===== config.mk =====
export PLATFORM = sky130hd
export DESIGN_NAME = wptc_ctrl
export DESIGN_NICKNAME = d
export VERILOG_FILES = /design/src/hdl/wptc_pkg.sv /design/src/hdl/wptc_ctrl.sv
export SDC_FILE = /design/constraint.sdc
export NUM_CORES = 1
export LEC_CHECK = 0
export ABC_AREA = 1
export BUFFER_PORTS_ARGS = -buffer_cell sky130_fd_sc_hd__buf_2
export CAP_MARGIN = 20
export CORE_AREA = 2 2 63 65
export DETAILED_ROUTE_END_ITERATION = 8
export DIE_AREA = 0 0 65 67
export PLACE_DENSITY_LB_ADDON = 0.1
export SLEW_MARGIN = 20
export SYNTH_ARGS = -nofsm -noshare
export SYNTH_HDL_FRONTEND = slang
export SYNTH_SLANG_ARGS = --single-unit

===== constraint.sdc =====
create_clock -name clk_i -period 2.6 [get_ports clk_i]
set_input_delay 0.26 -clock clk_i [delete_from_list [all_inputs] [get_ports clk_i]]
set_output_delay 0.26 -clock clk_i [all_outputs]
set_load 0.05 [all_outputs]

===== src/hdl/wptc_pkg.sv =====
// ----------------------------------------------------------------------------
// wptc_pkg
// Shared types, codes and arithmetic helpers of the path-tracking controller.
// ----------------------------------------------------------------------------
package wptc_pkg;

  localparam int unsigned MAX_POINTS_DEF = 1024;
  localparam int unsigned CORDIC_STEPS   = 20;
  localparam int unsigned SQRT_STEPS     = 32;
  localparam int unsigned CORDIC_W       = 58;

  localparam logic signed [31:0] PI_Q29          = 32'sd1686629713;
  localparam logic signed [18:0] RAD_PER_BAM_Q15 = 19'sd205887;
  localparam logic signed [15:0] Q14_ONE         = 16'sd16384;

  // item commands
  localparam logic [2:0] CMD_NEW_PATH = 3'd0;
  localparam logic [2:0] CMD_APPEND   = 3'd1;
  localparam logic [2:0] CMD_POSE     = 3'd2;
  localparam logic [2:0] CMD_TICK     = 3'd3;
  localparam logic [2:0] CMD_RESET    = 3'd4;

  // register indexes
  localparam logic [2:0] REG_GAIN_DIST    = 3'd0;
  localparam logic [2:0] REG_GAIN_BEARING = 3'd1;
  localparam logic [2:0] REG_GAIN_FINAL   = 3'd2;
  localparam logic [2:0] REG_SEARCH_WIN   = 3'd3;
  localparam logic [2:0] REG_LOOKAHEAD    = 3'd4;
  localparam logic [2:0] REG_GOAL_X       = 3'd5;
  localparam logic [2:0] REG_GOAL_Y       = 3'd6;
  localparam logic [2:0] REG_GOAL_RADIUS  = 3'd7;

  // drive direction codes
  localparam logic [1:0] DS_NONE = 2'b00;
  localparam logic [1:0] DS_FWD  = 2'b01;
  localparam logic [1:0] DS_REV  = 2'b11;

  typedef struct packed {
    logic [2:0]         cmd;
    logic signed [31:0] pos_x;
    logic signed [31:0] pos_y;
    logic signed [15:0] heading;
  } in_item_t;

  typedef struct packed {
    logic signed [15:0] steer_cmd;
    logic signed [15:0] speed_cmd;
    logic               tracking;
  } out_item_t;

  typedef struct packed {
    logic       accept;
    logic       goal_ld;
    logic       goal_cmp;
    logic       srch_init;
    logic       srch_run;
    logic       look_addr;
    logic       look_data;
    logic       c_init;
    logic       c_step;
    logic       r_init;
    logic       r_step;
    logic       ang;
    logic       mul;
    logic       sum;
    logic       mul2;
    logic       emit;
    logic       emit_z;
    logic [4:0] step;
  } ctl_t;

  typedef struct packed {
    logic trk_ok;
    logic srch_done;
    logic out_free;
  } sts_t;

  function automatic logic [31:0] abs_cap(input logic signed [32:0] d);
    logic [32:0] a;
    a = d[32] ? 33'(-d) : 33'(d);
    return a[32] ? 32'hFFFF_FFFF : a[31:0];
  endfunction

  function automatic logic [63:0] sat_add64(input logic [63:0] a, input logic [63:0] b);
    logic [64:0] s;
    s = {1'b0, a} + {1'b0, b};
    return s[64] ? 64'hFFFF_FFFF_FFFF_FFFF : s[63:0];
  endfunction

  function automatic logic signed [15:0] clamp_q14(input logic signed [47:0] v);
    logic signed [47:0] hi;
    hi = 48'(Q14_ONE);
    if (v > hi) return Q14_ONE;
    if (v < -hi) return -Q14_ONE;
    return v[15:0];
  endfunction

  function automatic logic [31:0] atan_entry(input logic [4:0] i);
    logic [31:0] r;
    unique case (i)
      5'd0:  r = 32'h20000000;
      5'd1:  r = 32'h12E4051E;
      5'd2:  r = 32'h09FB385B;
      5'd3:  r = 32'h051111D4;
      5'd4:  r = 32'h028B0D43;
      5'd5:  r = 32'h0145D7E1;
      5'd6:  r = 32'h00A2F61E;
      5'd7:  r = 32'h00517C55;
      5'd8:  r = 32'h0028BE53;
      5'd9:  r = 32'h00145F2F;
      5'd10: r = 32'h000A2F98;
      5'd11: r = 32'h000517CC;
      5'd12: r = 32'h00028BE6;
      5'd13: r = 32'h000145F3;
      5'd14: r = 32'h0000A2FA;
      5'd15: r = 32'h0000517D;
      5'd16: r = 32'h000028BE;
      5'd17: r = 32'h0000145F;
      5'd18: r = 32'h00000A30;
      5'd19: r = 32'h00000518;
      default: r = 32'h0;
    endcase
    return r;
  endfunction

endpackage


===== src/hdl/wptc_ctrl.sv =====
// ----------------------------------------------------------------------------
// wptc_ctrl
// Sequencer of the controller: accepts words and steps a tick through the
// datapath.
// ----------------------------------------------------------------------------
module wptc_ctrl (
  input  logic              clk_i,
  input  logic              rst_ni,
  input  logic              in_valid_i,
  input  logic [2:0]        in_cmd_i,
  output logic              in_stall_o,
  input  wptc_pkg::sts_t    sts_i,
  output wptc_pkg::ctl_t    ctl_o
);

  typedef enum logic [17:0] {
    S_IDLE      = 18'h00001,
    S_GOAL_LD   = 18'h00002,
    S_GOAL_SQ   = 18'h00004,
    S_GOAL_SUM  = 18'h00008,
    S_GOAL_CMP  = 18'h00010,
    S_SRCH_INIT = 18'h00020,
    S_SRCH      = 18'h00040,
    S_LOOK_ADDR = 18'h00080,
    S_LOOK_DATA = 18'h00100,
    S_C_INIT    = 18'h00200,
    S_C_STEP    = 18'h00400,
    S_R_INIT    = 18'h00800,
    S_R_STEP    = 18'h01000,
    S_ANG       = 18'h02000,
    S_MUL       = 18'h04000,
    S_SUM       = 18'h08000,
    S_MUL2      = 18'h10000,
    S_EMIT      = 18'h20000
  } state_e;

  state_e     state_q, state_d;
  logic [4:0] cnt_q, cnt_d;
  logic       emit_z_q, emit_z_d;

  assign in_stall_o = (state_q != S_IDLE);

  always_comb begin
    state_d  = state_q;
    cnt_d    = cnt_q;
    emit_z_d = emit_z_q;
    ctl_o    = '0;
    ctl_o.step = cnt_q;
    unique case (state_q)
      S_IDLE: begin
        ctl_o.accept = in_valid_i;
        if (in_valid_i && in_cmd_i == wptc_pkg::CMD_TICK) begin
          state_d = S_GOAL_LD;
        end
      end
      S_GOAL_LD: begin
        ctl_o.goal_ld = 1'b1;
        state_d = S_GOAL_SQ;
      end
      S_GOAL_SQ:  state_d = S_GOAL_SUM;
      S_GOAL_SUM: state_d = S_GOAL_CMP;
      S_GOAL_CMP: begin
        ctl_o.goal_cmp = 1'b1;
        state_d = S_SRCH_INIT;
      end
      S_SRCH_INIT: begin
        if (sts_i.trk_ok) begin
          ctl_o.srch_init = 1'b1;
          state_d = S_SRCH;
        end else begin
          emit_z_d = 1'b1;
          state_d  = S_EMIT;
        end
      end
      S_SRCH: begin
        ctl_o.srch_run = 1'b1;
        if (sts_i.srch_done) state_d = S_LOOK_ADDR;
      end
      S_LOOK_ADDR: begin
        ctl_o.look_addr = 1'b1;
        state_d = S_LOOK_DATA;
      end
      S_LOOK_DATA: begin
        ctl_o.look_data = 1'b1;
        state_d = S_C_INIT;
      end
      S_C_INIT: begin
        ctl_o.c_init = 1'b1;
        cnt_d   = '0;
        state_d = S_C_STEP;
      end
      S_C_STEP: begin
        ctl_o.c_step = 1'b1;
        cnt_d = cnt_q + 5'd1;
        if (cnt_q == 5'(wptc_pkg::CORDIC_STEPS - 1)) state_d = S_R_INIT;
      end
      S_R_INIT: begin
        ctl_o.r_init = 1'b1;
        cnt_d   = '0;
        state_d = S_R_STEP;
      end
      S_R_STEP: begin
        ctl_o.r_step = 1'b1;
        cnt_d = cnt_q + 5'd1;
        if (cnt_q == 5'(wptc_pkg::SQRT_STEPS - 1)) state_d = S_ANG;
      end
      S_ANG: begin
        ctl_o.ang = 1'b1;
        state_d = S_MUL;
      end
      S_MUL: begin
        ctl_o.mul = 1'b1;
        state_d = S_SUM;
      end
      S_SUM: begin
        ctl_o.sum = 1'b1;
        state_d = S_MUL2;
      end
      S_MUL2: begin
        ctl_o.mul2 = 1'b1;
        emit_z_d = 1'b0;
        state_d = S_EMIT;
      end
      S_EMIT: begin
        // hold until the output register frees up
        if (sts_i.out_free) begin
          ctl_o.emit   = !emit_z_q;
          ctl_o.emit_z = emit_z_q;
          emit_z_d     = 1'b0;
          state_d      = S_IDLE;
        end
      end
      default: state_d = S_IDLE;
    endcase
  end

  always_ff @(posedge clk_i or negedge rst_ni) begin
    if (!rst_ni) begin
      state_q  <= S_IDLE;
      cnt_q    <= '0;
      emit_z_q <= 1'b0;
    end else begin
      state_q  <= state_d;
      cnt_q    <= cnt_d;
      emit_z_q <= emit_z_d;
    end
  end

endmodule


Word level (Yosys, flattened, before mapping)

Cells that the tools add are included.

Add/subtract/negate cells: 1
Equality and inequality tests: 28
Muxes and demuxes: 29
Reductions and logical operators: 8

Operators with widths:

| cell                                                                      | count |
|---|---|
| 18-bit one-hot mux with 18 select lines                                   | 1 |
| 18-bit 2-to-1 mux                                                         | 6 |
| 18-bit by 1-bit equality test with 1-bit output (second input constant)   | 1 |
| 18-bit by 10-bit equality test with 1-bit output (second input constant)  | 1 |
| 18-bit by 11-bit equality test with 1-bit output (second input constant)  | 1 |
| 18-bit by 12-bit equality test with 1-bit output (second input constant)  | 1 |
| 18-bit by 13-bit equality test with 1-bit output (second input constant)  | 1 |
| 18-bit by 14-bit equality test with 1-bit output (second input constant)  | 1 |
| 18-bit by 15-bit equality test with 1-bit output (second input constant)  | 1 |
| 18-bit by 16-bit equality test with 1-bit output (second input constant)  | 1 |
| 18-bit by 17-bit equality test with 1-bit output (second input constant)  | 1 |
| 18-bit equality test (second input constant)                              | 1 |
| 18-bit by 2-bit equality test with 1-bit output (second input constant)   | 1 |
| 18-bit by 3-bit equality test with 1-bit output (second input constant)   | 1 |
| 18-bit by 4-bit equality test with 1-bit output (second input constant)   | 1 |
| 18-bit by 5-bit equality test with 1-bit output (second input constant)   | 1 |
| 18-bit by 6-bit equality test with 1-bit output (second input constant)   | 1 |
| 18-bit by 7-bit equality test with 1-bit output (second input constant)   | 1 |
| 18-bit by 8-bit equality test with 1-bit output (second input constant)   | 1 |
| 18-bit by 9-bit equality test with 1-bit output (second input constant)   | 1 |
| 1-bit 2-to-1 mux                                                          | 18 |
| 18-bit by 1-bit inequality test with 1-bit output (second input constant) | 1 |
| 2-bit inequality test (second input constant)                             | 6 |
| 5-bit equality test (second input constant)                               | 2 |
| other kinds (12)                                                          | 14 |

Flip-flop bits (word level): 24
Input bits: 9
Word-level logic and storage cells: 69

Logic depth before layout (Yosys ltp)

Gate-level depths: netlist of the first run.

Depth in word-level cells: 4
Depth in mapped cells: 11

Least setup slack after synthesis of the first run

No wires, ideal clock.

Path type: register to output
Start: register state_q[5]
End: output ctl_o[21] (netlist name)
Data arrival time: 2.071 ns
Data required time: 2.340 ns
Setup slack: 0.269 ns
Cell stages (with the launch flop): 6
Path buffers: 0
Cells stage by stage: dfrtp_1 nor2_2 nand2_2 nor2_1 nand3_1 nor2_1

RTL lines:

| what                   | line             | source |
|---|---|---|
| start, declared        | wptc_ctrl.sv:37  | `state_e state_q, state_d;` |
| start signal, assigned | wptc_ctrl.sv:143 | `state_q <= state_d;` |
| end, declared          | wptc_ctrl.sv:13  | `output wptc_pkg::ctl_t ctl_o` |

==> flow_summary.yaml, run 1 <==
die:
  die_w_um: 65
  dieArea_mm2: 0.00436
  io_pins: 32
  row_count: 22
  initial_core_util_pct: 43.4
  die_y_um: 67
  core_region_area_mm2: 0.00361
timing:
  finalSetupTns_ns: 0
  setup_viol_count_final: 0
  fin_ws_ns: 0.432
  hold_slack_ns: 0.290
  finalCriticalPeriod_ns: 2.17
  slew_viol_final: 0
  final-hold-violation-count: 0
  rsz0062_at_grt: "no"
  worst_slew_pin_slew_ns: 0.558
  final.setup_skew_ns: 0.00313
  period_share_pct: 83.4
  max_freq_mhz: 461
  slew_headroom_pct: 62.8
clock_network:
  clockBufferDepth: 2
  clock-sinks: 24
  cts_resized: 0
  cts_setup_buffers: 0
  cts_hold_buf: 1
  tritoncts: "done"
  cts-buffers-inserted: 3
  clock_latency_ns: 0.27
  h-tree-depth: 1
  cts_root_buffer: "clkbuf_8"
  path_clk_slew_ns: 0.09
global_routing:
  grt_pass1_vias: 1265
  antenna_found_initial: 0
  grt_pass1_wl_um: 5500
  grt_start_max_net_pins: 25
  grt_remaining_overflow: 0
  grt_usage_pct: 16.5
route:
  drc_errors: 0
  first_iter_violations: 25
  wl_per_cell_um: 11.0
  wirelength_um: 3220
  antenna_left: 0
  drt_pass1_iterations: 4
  vias_per_cell: 4.67
  vias: 1365
layout:
  n_antenna_cell: 0
  nNetsFinal: 256
  area_delta_synth_final_pct: 15.2
  final_layout_size_suffix_gt1_share_pct: 29.1
yosys:
  synth_fp_nets: 222
  synthCells: 211
  synthTopCellsByArea: "dfrtp_1 (37%), inv_1 (10%), nor2_1 (8.1%)"
  yosysSeqAreaShare_pct: 38.4
  yosysTopAreaCell: "dfrtp_1"
  syn_area_per_cell_um2: 7.42
  ys_types: 29
  yosysTopAreaCellShare_pct: 36.7
  syn-cell-area_mm2: 0.00157
  synth_seq_cells: 24
  ys_warn_count: 0
power_and_ir_drop:
  peakVddDrop_uv: 588
  power_leakage_nw: 1.16
  power_density_mw_per_mm2: 633
worst_hold_path:
  holdPathStages: 4
  min_from: "sts_i[2]"
  holdPathEnd: "state_q[17]$_DFFE_PN0P_"
  hp-class: "in2reg"
critical_path:
  cp.required_ns: 2.34
  path_class: "reg2out"
  cp-start-kind: "flop"
  critical_path.max_fanout: 11
  r2r-end: "cnt_q[2]$_DFFE_PN0P_"
  r2r-start: "state_q[17]$_DFFE_PN0P_"
  r2r_cells: 10
  cp-end-kind: "output port"
  rrSetupSlack_ns: 0.79
  critPathArrivalTime_ns: 1.91
placement:
  hpwl_um: 2550
  dp_slack_ns: 0.731
  gp_congestion: 0.799
  port_buffers: 31
outcome:
  outcome: "completed"
job:
  cap_violations: 0
## cells by family (layout without fill, tap and decap cells)
family,Yosys count,in the layout,share of synthesized area [%]
and+or+nand+nor,123,123,40.9
buffers and inverters,51,84,14.2
DFF,24,24,38.4
AOI/OAI and AO/OA,9,9,3.75
adders and majority gates,2,2,1.60
xor gates and xnor gates,2,2,1.12
## synth_stat cells
cell	number
xor2_1	1
nor2_8	1
dfstp_2	1
o21ai_1	3
a31oi_1	1
inv_2	5
dfrtp_1	23
nand3_1	18
clkinv_1	1
nor3_1	6
nand3_2	4
nand4_1	4
nor2_1	34
buf_6	2
nand2_4	1
and3_1	2
inv_1	42
a211oi_2	1
buf_12	1
nand2_2	6
ha_1	2
o21ai_0	1
nor2_4	3
nand4_2	2
xnor2_1	1
o211ai_1	1
nor2_2	12
o22ai_1	2
nand2_1	30
## metal layers
metal  global-route usage, %  up-vias  wire length, um
li1                        -      713                -
met1                    21.4      621             1530
met2                    27.7       24             1530
met3                    2.87        7              114
met4                    5.05        0               55
met5                       0        -                0
## worst max path at each step
stage | startpoint | endpoint | slack, ns | depth (start not counted)
after global routing | state_q[17]$_DFFE_PN0P_ | ctl_o[18] | 0.24 | 6
final | state_q[17]$_DFFE_PN0P_ | ctl_o[18] | 0.43 | 6
after CTS | state_q[17]$_DFFE_PN0P_ | ctl_o[18] | 0.42 | 6
after global placement | state_q[17]$_DFFE_PN0P_ | ctl_o[18] | 0.78 | 6
after floorplan | state_q[5]$_DFFE_PN0P_ | ctl_o[21] | 0.27 | 5
after detailed placement | state_q[17]$_DFFE_PN0P_ | ctl_o[18] | 0.73 | 6
## placed cells by master (no fill, tap or decap), types with 2 or more instances in the layout
cell	count
and3_1	2
buf_2	31
clkbuf_8	4
dfrtp_1	23
ha_1	2
inv_1	42
inv_2	5
nand2_1	30
nand2_2	6
nand3_1	18
nand3_2	4
nand4_1	4
nand4_2	2
nor2_1	34
nor2_2	12
nor2_4	3
nor3_1	6
o21ai_1	3
o22ai_1	2
## flip-flops by register name, summed over array words and instances, names as in the netlist
| signal | cells |
|---|---|
| cnt_q | 5 |
| state_q | 18 |
| emit_z_q | 1 |
## layout make-up
cell class,count,area [um2]
inverters,48,180
clock buffers,4,55.1
repair buffers,32,165
fillers,384,1800
well taps,48,60.1
flip-flops and latches,24,602
multi-input cells,136,742
## power breakdown
group,switching [mW],leakage (nW),internal [mW]
Sequential,0.0221,0.330,0.405
Combinational,0.334,0.803,0.120
Clock,0.125,0.0288,0.135
Total,0.481,1.16,0.661
## per-stage QoR
step | total power [mW] | instance area (um2) | utilization, % | instances
detailed placement | 0.892 | 1740 | 48.2 | 287
floorplan | 0.832 | 1570 | - | 211
finish | 1.14 | 1800 | 50.0 | 292
global route | 1.22 | 1800 | 50.0 | 292
global placement | 0.890 | 1740 | 48.2 | 287
CTS | 1.16 | 1800 | 50.0 | 292
## critical path, stage by stage, from the launching register on
cell and delay [ns]:
dfrtp_1 0.40, nor2_2 0.40, nand2_1 0.15, nor2_2 0.17, nand4_1 0.16, inv_1 0.09
buf_2 0.26
No activity file was read; power rests on OpenSTA's default activity.
==> inputs of run 2 (changes only) <==
--- a/config.mk
+++ b/config.mk
@@ -5,12 +5,12 @@
 export SDC_FILE = /design/constraint.sdc
 export NUM_CORES = 1
 export LEC_CHECK = 0
-export ABC_AREA = 1
+export ABC_AREA = 0
 export BUFFER_PORTS_ARGS = -buffer_cell sky130_fd_sc_hd__buf_2
 export CAP_MARGIN = 20
-export CORE_AREA = 2 2 63 65
+export CORE_AREA = 2 2 62 64
 export DETAILED_ROUTE_END_ITERATION = 8
-export DIE_AREA = 0 0 65 67
+export DIE_AREA = 0 0 64 66
 export PLACE_DENSITY_LB_ADDON = 0.1
 export SLEW_MARGIN = 20
 export SYNTH_ARGS = -nofsm -noshare
==> constraint.sdc (replaced) <==
create_clock -name clk_i -period 2.07 [get_ports clk_i]
set_input_delay 0.207 -clock clk_i [delete_from_list [all_inputs] [get_ports clk_i]]
set_output_delay 0.207 -clock clk_i [all_outputs]
set_load 0.05 [all_outputs]
==> run 2 against run 1 <==
  * The flow now finishes with violations (negative setup slack)
  * Final area increased by 34%
  * First-iteration DRC count grew to 3.4 times the previous value
  * Sequential share of layout area fell by 8.4 points
  * Via count grew 11%
  * Non-clock buffer count up 52
  * Largest cell class unchanged
==> flow_summary.yaml, run 2 <==
die:
  row_count: 22
  die_y_um: 66
  dieArea_mm2: 0.00422
  io_pins: 32
  core_region_area_mm2: 0.00355
  initial_core_util_pct: 41.8
  die_w_um: 64
global_routing:
  antenna_found_initial: 0
  grt_pass1_wl_um: 7110
  grt_pass1_vias: 1511
  grt_usage_pct: 21.5
  grt_start_max_net_pins: 25
  grt_remaining_overflow: 0
yosys:
  async_reset_ff_share_pct: 100
  synth_fp_nets: 165
  yosysTopAreaCellShare_pct: 38.8
  synth_common_cells: "dfrtp_1 (23), nor2_1 (22), o21ai_0 (10)"
  yosysTopAreaCell: "dfrtp_1"
  synthTopCellsByArea: "dfrtp_1 (39%), nor4_4 (5.7%), nor2_1 (5.6%)"
  synth_seq_cells: 24
  syn_area_per_cell_um2: 9.64
  ys_warn_count: 0
  synth.most_common_cell: "dfrtp_1"
  synthCells: 154
  synth_edf_count: 0
  yosysSeqAreaShare_pct: 40.6
  synth_ff_type: "dfrtp_1"
  syn-cell-area_mm2: 0.00148
  ys_types: 45
critical_path:
  cp-start-kind: "flop"
  critPathArrivalTime_ns: 2.06
  critPathMaxStageDelay_ns: 0.45
  critPathTopFamily: "simple AND/OR/NAND/NOR gates"
  critPathSlowestCell: "dfrtp_1"
  cp.required_ns: 1.86
  cp-end-kind: "output port"
  crit_buf_inv: 2
  path_class: "reg2out"
  path_cells: "nor4_4 -> nand4_1 -> buf_6 -> nor4b_4 -> buf_6"
  critical_path.max_fanout: 6
  crit_top_cell: "buf_6"
outcome:
  violations: "negative setup slack"
  outcome: "finished with violations"
clock_network:
  h-tree-depth: 1
  cts_root_buffer: "clkbuf_4"
  clock-sinks: 24
  tritoncts: "done"
  path_clk_slew_ns: 0.14
  clock_latency_ns: 0.33
  cts-buffers-inserted: 3
  clockBufferDepth: 2
worst_hold_path:
  hp-class: "in2reg"
power_and_ir_drop:
  power_density_mw_per_mm2: 839
  power_mw: 2.03
  power_leakage_nw: 1.14
  peakVddDrop_uv: 338
timing:
  period_share_pct: 109
  max_freq_mhz: 441
  final.setup_skew_ns: 0.0123
  slew_viol_final: 0
  slew_headroom_pct: 61.2
  final-hold-violation-count: 0
  fin_ws_ns: -0.196
  setup_viol_count_final: 18
  finalSetupTns_ns: -1.88
  worst_slew_pin_slew_ns: 0.582
  finalCriticalPeriod_ns: 2.27
  rsz0062_at_grt: "yes"
layout:
  layout_common_cells: "buf_4 (46), dfrtp_1 (22), buf_6 (19)"
  area_delta_synth_final_pct: 63.1
  largest_register: "state_q"
  layout_commonest_cell: "buf_4"
  nNetsFinal: 248
  largest_reg_flops: 18
  reg_top3: "state_q x18, cnt_q x5, emit_z_q x1"
  final_layout_size_suffix_gt1_share_pct: 55.1
  n_antenna_cell: 0
placement:
  gp_congestion: 0.831
  port_buffers: 31
  hpwl_um: 2890
  dp_slack_ns: 0.0497
route:
  vias_per_cell: 5.35
  drt_pass1_iterations: 4
  wl_per_cell_um: 15.5
  antenna_left: 0
  drc_errors: 0
  wirelength_um: 4410
  vias: 1520
  first_iter_violations: 85
job:
  cap_violations: 0
-- run 2: cell count changes after synthesis, sizes merged, moves of 5 or more --
| cell | previous run | this run |
|---|---|---|
| nor2b | 0 | 5 |
| nor4 | 0 | 8 |
| nor4b | 0 | 6 |
| o21ai | 4 | 10 |
| inv | 47 | 4 |
| nand2 | 37 | 9 |
| nor2 | 50 | 23 |
| nand3 | 22 | 7 |
-- run 2: worst register-to-register path, cell delays in order, from the launching register on --
cell and delay, ns:
dfrtp_1 0.45, nor4_4 0.39, buf_4 0.19, buf_4 0.10
buf_6 0.08, and3_4 0.18, nand2_4 0.05, buf_4 0.13
buf_4 0.12, buf_4 0.12, buf_4 0.12, buf_4 0.12
nor2_2 0.06
-- run 2: cell type report --
| cell class | count | area [um2] |
|---|---|---|
| multi-input cells | 120 | 1010 |
| flip-flops and latches | 24 | 603 |
| inverters | 4 | 15.0 |
| repair buffers | 84 | 709 |
| clock buffers | 4 | 26.3 |
| fillers | 283 | 1130 |
| well taps | 48 | 60.1 |
-- run 2: path summary, 6_finish.rpt --
| kind | startpoint | end | slack, ns | cells past startpoint |
|---|---|---|---|---|
| worst max-delay path | state_q[14]$_DFFE_PN0P_ | ctl_o[14] | -0.20 | 5 |
| worst min-delay path | sts_i[2] | state_q[17]$_DFFE_PN0P_ | 0.11 | 2 |
| worst max register to register | state_q[14]$_DFFE_PN0P_ | state_q[2]$_DFFE_PN0P_ | -0.09 | 12 |
| worst min register to register | cnt_q[2]$_DFFE_PN0P_ | cnt_q[2]$_DFFE_PN0P_ | 0.54 | 1 |
| max in group asynchronous | rst_ni | state_q[15]$_DFFE_PN0P_ | 1.28 | 2 |
| min in group asynchronous | rst_ni | state_q[14]$_DFFE_PN0P_ | 0.39 | 2 |
-- run 2: cell families after synthesis --
family	synth area share [%]
AND/OR/NAND/NOR	41.1
flip-flops	40.6
AO/OA/AOI/OAI	9.61
buffers and inverters	3.29
XOR/XNOR	2.95
adder cells (fa/ha/maj)	1.69
multiplexers	0.759
-- run 2: power by group --
group | leakage [nW] | internal (mW) | switching (mW)
logic | 0.795 | 0.604 | 0.653
clock network | 0.0150 | 0.0756 | 0.151
registers | 0.326 | 0.511 | 0.0369
total | 1.14 | 1.19 | 0.841
-- run 2: repair_timing --
| action | in CTS | in global routing |
|---|---|---|
| gates resized for setup | 44 | 30 |
| endpoints found under the hold margin | 23 | 0 |
| pin swaps | 14 | 12 |
| setup endpoints to repair | 18 | 26 |
| hold buffers | 1 | 0 |
| setup buffers | 18 | 11 |
-- run 2: per-stage QoR --
step	std cells	util (%)	instance area, um2	hold slack (ns)
2_1_floorplan	154	-	1570	-0.0886
3_3_place_gp	250	54.2	1920	0.227
3_5_place_dp	250	54.2	1920	0.237
4_1_cts	273	63.0	2240	0.0946
5_1_grt	284	68.1	2420	0.0874
6_report	284	68.1	2420	0.106
-- run 2: layer usage --
layer / part of all wire, % / global-route usage (%)
met4: 1.3 / 7.88
met3: 2.8 / 2.56
met5: 0 / 0
met1: 46 / 29.0
met2: 50 / 35.3
==> inputs of run 3 (changes only) <==
--- a/config.mk
+++ b/config.mk
@@ -11,6 +11,7 @@
 export CORE_AREA = 2 2 62 64
 export DETAILED_ROUTE_END_ITERATION = 8
 export DIE_AREA = 0 0 64 66
+export HOLD_SLACK_MARGIN = 0.02
 export PLACE_DENSITY_LB_ADDON = 0.1
 export SLEW_MARGIN = 20
 export SYNTH_ARGS = -nofsm -noshare
==> constraint.sdc (replaced) <==
create_clock -name clk_i -period 2.45 [get_ports clk_i]
set_input_delay 0.245 -clock clk_i [delete_from_list [all_inputs] [get_ports clk_i]]
set_output_delay 0.245 -clock clk_i [all_outputs]
set_load 0.02 [all_outputs]
==> run 3 against run 2 <==
  * The flow now finishes without violations
  * Via count is 12% lower
  * First-iteration DRC count is 16% higher
  * Global-route usage is 2.9 points lower
  * Clock skew is 0.011 ns lower
  * Critical path depth stayed put
  * Cell count is 15% lower
  * Flip-flop and latch count stayed put
  * Core utilization is 17 points lower
  * Worst setup slack better by 0.31 ns
  * Final area is 25% lower
  * Die area stayed put
  * Sequential share of layout area is 8.6 points higher
==> flow_summary.yaml, run 3 (synthesis results as in run 2) <==
timing:
  max_freq_mhz: 429
  setup_viol_count_final: 0
  period_share_pct: 95.2
  finalSetupTns_ns: 0
  finalCriticalPeriod_ns: 2.33
  slew_viol_final: 0
  slew_headroom_pct: 63.6
  final.setup_skew_ns: 0.00123
  final-hold-violation-count: 0
  worst_slew_pin_slew_ns: 0.546
  rsz0062_at_grt: "no"
outcome:
  outcome: "completed"
critical_path:
  path_class: "reg2out"
  critPathSlowestCell: "dfrtp_2"
  path_cells: "nor4_4 -> and3_4 -> nand3_1 -> nor3b_1 -> buf_2"
  cp.required_ns: 2.20
  critPathMaxStageDelay_ns: 0.48
  critical_path.max_fanout: 7
  crit_buf_inv: 1
  critPathTopFamily: "simple AND/OR/NAND/NOR gates"
  critPathArrivalTime_ns: 2.09
  cp-start-kind: "flop"
  cp-end-kind: "output port"
layout:
  post-route-cell-area_mm2: 0.00181
  reg_top3: "state_q x18, cnt_q x5, emit_z_q x1"
  layout_common_cells: "buf_2 (31), nor2_1 (22), dfrtp_1 (18)"
  final_layout_size_suffix_gt1_share_pct: 35.1
  n_antenna_cell: 0
  largest_reg_flops: 18
  area_delta_synth_final_pct: 22.3
  layout_commonest_cell: "buf_2"
  largest_register: "state_q"
  nNetsFinal: 206
  final_core_util_pct: 51.1
  num-fill-cells: 343
placement:
  hpwl_um: 2700
  gp_congestion: 0.808
  postPlaceCellArea_mm2: 0.00169
  port_buffers: 31
power_and_ir_drop:
  peakVddDrop_uv: 304
  power_mw: 1.27
  power_leakage_nw: 0.902
  power_density_mw_per_mm2: 700
clock_network:
  h-tree-depth: 1
  clockBufferDepth: 2
  tritoncts: "done"
  cts_root_buffer: "clkbuf_4"
  clock-sinks: 24
  clock_latency_ns: 0.32
  path_clk_slew_ns: 0.14
  cts-buffers-inserted: 3
global_routing:
  grt_pass1_vias: 1302
  grt_start_max_net_pins: 25
  grt_usage_pct: 18.6
  antenna_found_initial: 0
  grt_pass1_wl_um: 6120
  grt_remaining_overflow: 0
route:
  drc_errors: 0
  vias_per_cell: 5.56
  antenna_left: 0
  vias: 1345
  wl_per_cell_um: 15.0
  first_iter_violations: 99
  wirelength_um: 3630
  drt_pass1_iterations: 4
die:
  io_pins: 32
  initial_core_util_pct: 41.8
  die_w_um: 64
  die_y_um: 66
  row_count: 22
  dieArea_mm2: 0.00422
  core_region_area_mm2: 0.00355
job:
  cap_violations: 0
worst_hold_path:
  hp-class: "in2reg"
-- run 3: changes by cell type in the layout (fill, tap and decap cells not counted), moves of 4 or more --
cell     change
nor2_2       -9
dfrtp_2      +4
nor2_1      +11
buf_8        -5
buf_2       +18
dfrtp_1      -4
buf_6       -19
buf_4       -36
-- run 3: repair_timing --
item                                    in CTS  in global routing
buffers inserted                             4                  3
gates cloned                                 0                  0
pin swaps                                    3                  5
gates resized for setup                      3                  7
endpoints found under the setup margin       8                  9
endpoints found under the hold margin       23                  0
hold buffers                                 1                  0
-- run 3: area by class of cell --
type	instances	area, um2	area share (%)
multi-input cells	120	855	47.1
clock buffers	4	36.3	2.00
well taps	48	60.1	3.31
inverters	4	15.0	0.828
flip-flops and latches	24	608	33.5
repair buffers	42	240	13.2
-- run 3: worst register-to-register path: stages (launching register included) --
cell	delay (ns)
dfrtp_1	0.49
nor4_4	0.44
nand4_1	0.28
buf_4	0.22
nor3_2	0.16
nor2_2	0.09
and3_1	0.19
a31o_1	0.21
-- run 3: worst paths after layout --
path,from,to,slack (ns),depth (start not counted)
setup / recovery,state_q[3]$_DFFE_PN0P_,ctl_o[10],0.12,5
max in group asynchronous,rst_ni,state_q[6]$_DFFE_PN0P_,1.63,2
min in group asynchronous,rst_ni,state_q[14]$_DFFE_PN0P_,0.43,2
hold / removal,sts_i[2],emit_z_q$_DFFE_PN0P_,0.13,2
setup reg to reg,state_q[1]$_DFFE_PN0P_,state_q[0]$_DFFE_PN1P_,0.32,7
hold reg to reg,cnt_q[2]$_DFFE_PN0P_,cnt_q[2]$_DFFE_PN0P_,0.56,1
-- run 3: through the flow --
step                instances  hold WS [ns]  setup WS [ns]
floorplan                 154       -0.0506          0.155
global placement          230         0.264          0.218
detailed placement        230         0.265          0.227
CTS                       239         0.119         0.0239
global route              242         0.116        0.00518
finish                    242         0.135          0.117
-- run 3: power by group --
| part | leakage [nW] | switching, mW | total [mW] | internal, mW |
|---|---|---|---|---|
| Combinational | 0.562 | 0.316 | 0.565 | 0.249 |
| Clock | 0.0210 | 0.124 | 0.215 | 0.0909 |
| Sequential | 0.320 | 0.0577 | 0.491 | 0.433 |
| Total | 0.902 | 0.497 | 1.27 | 0.774 |
-- run 3: layer usage --
| layer | wire length (um) | GRT usage [%] | share of wire (%) | vias to the layer above |
|---|---|---|---|---|
| li1 | - | - | - | 656 |
| met1 | 1770 | 25.9 | 49 | 650 |
| met2 | 1660 | 28.4 | 46 | 33 |
| met3 | 157 | 2.39 | 4.3 | 6 |
| met4 | 44 | 9.24 | 1.2 | 0 |
| met5 | 0 | 0 | 0 | - |
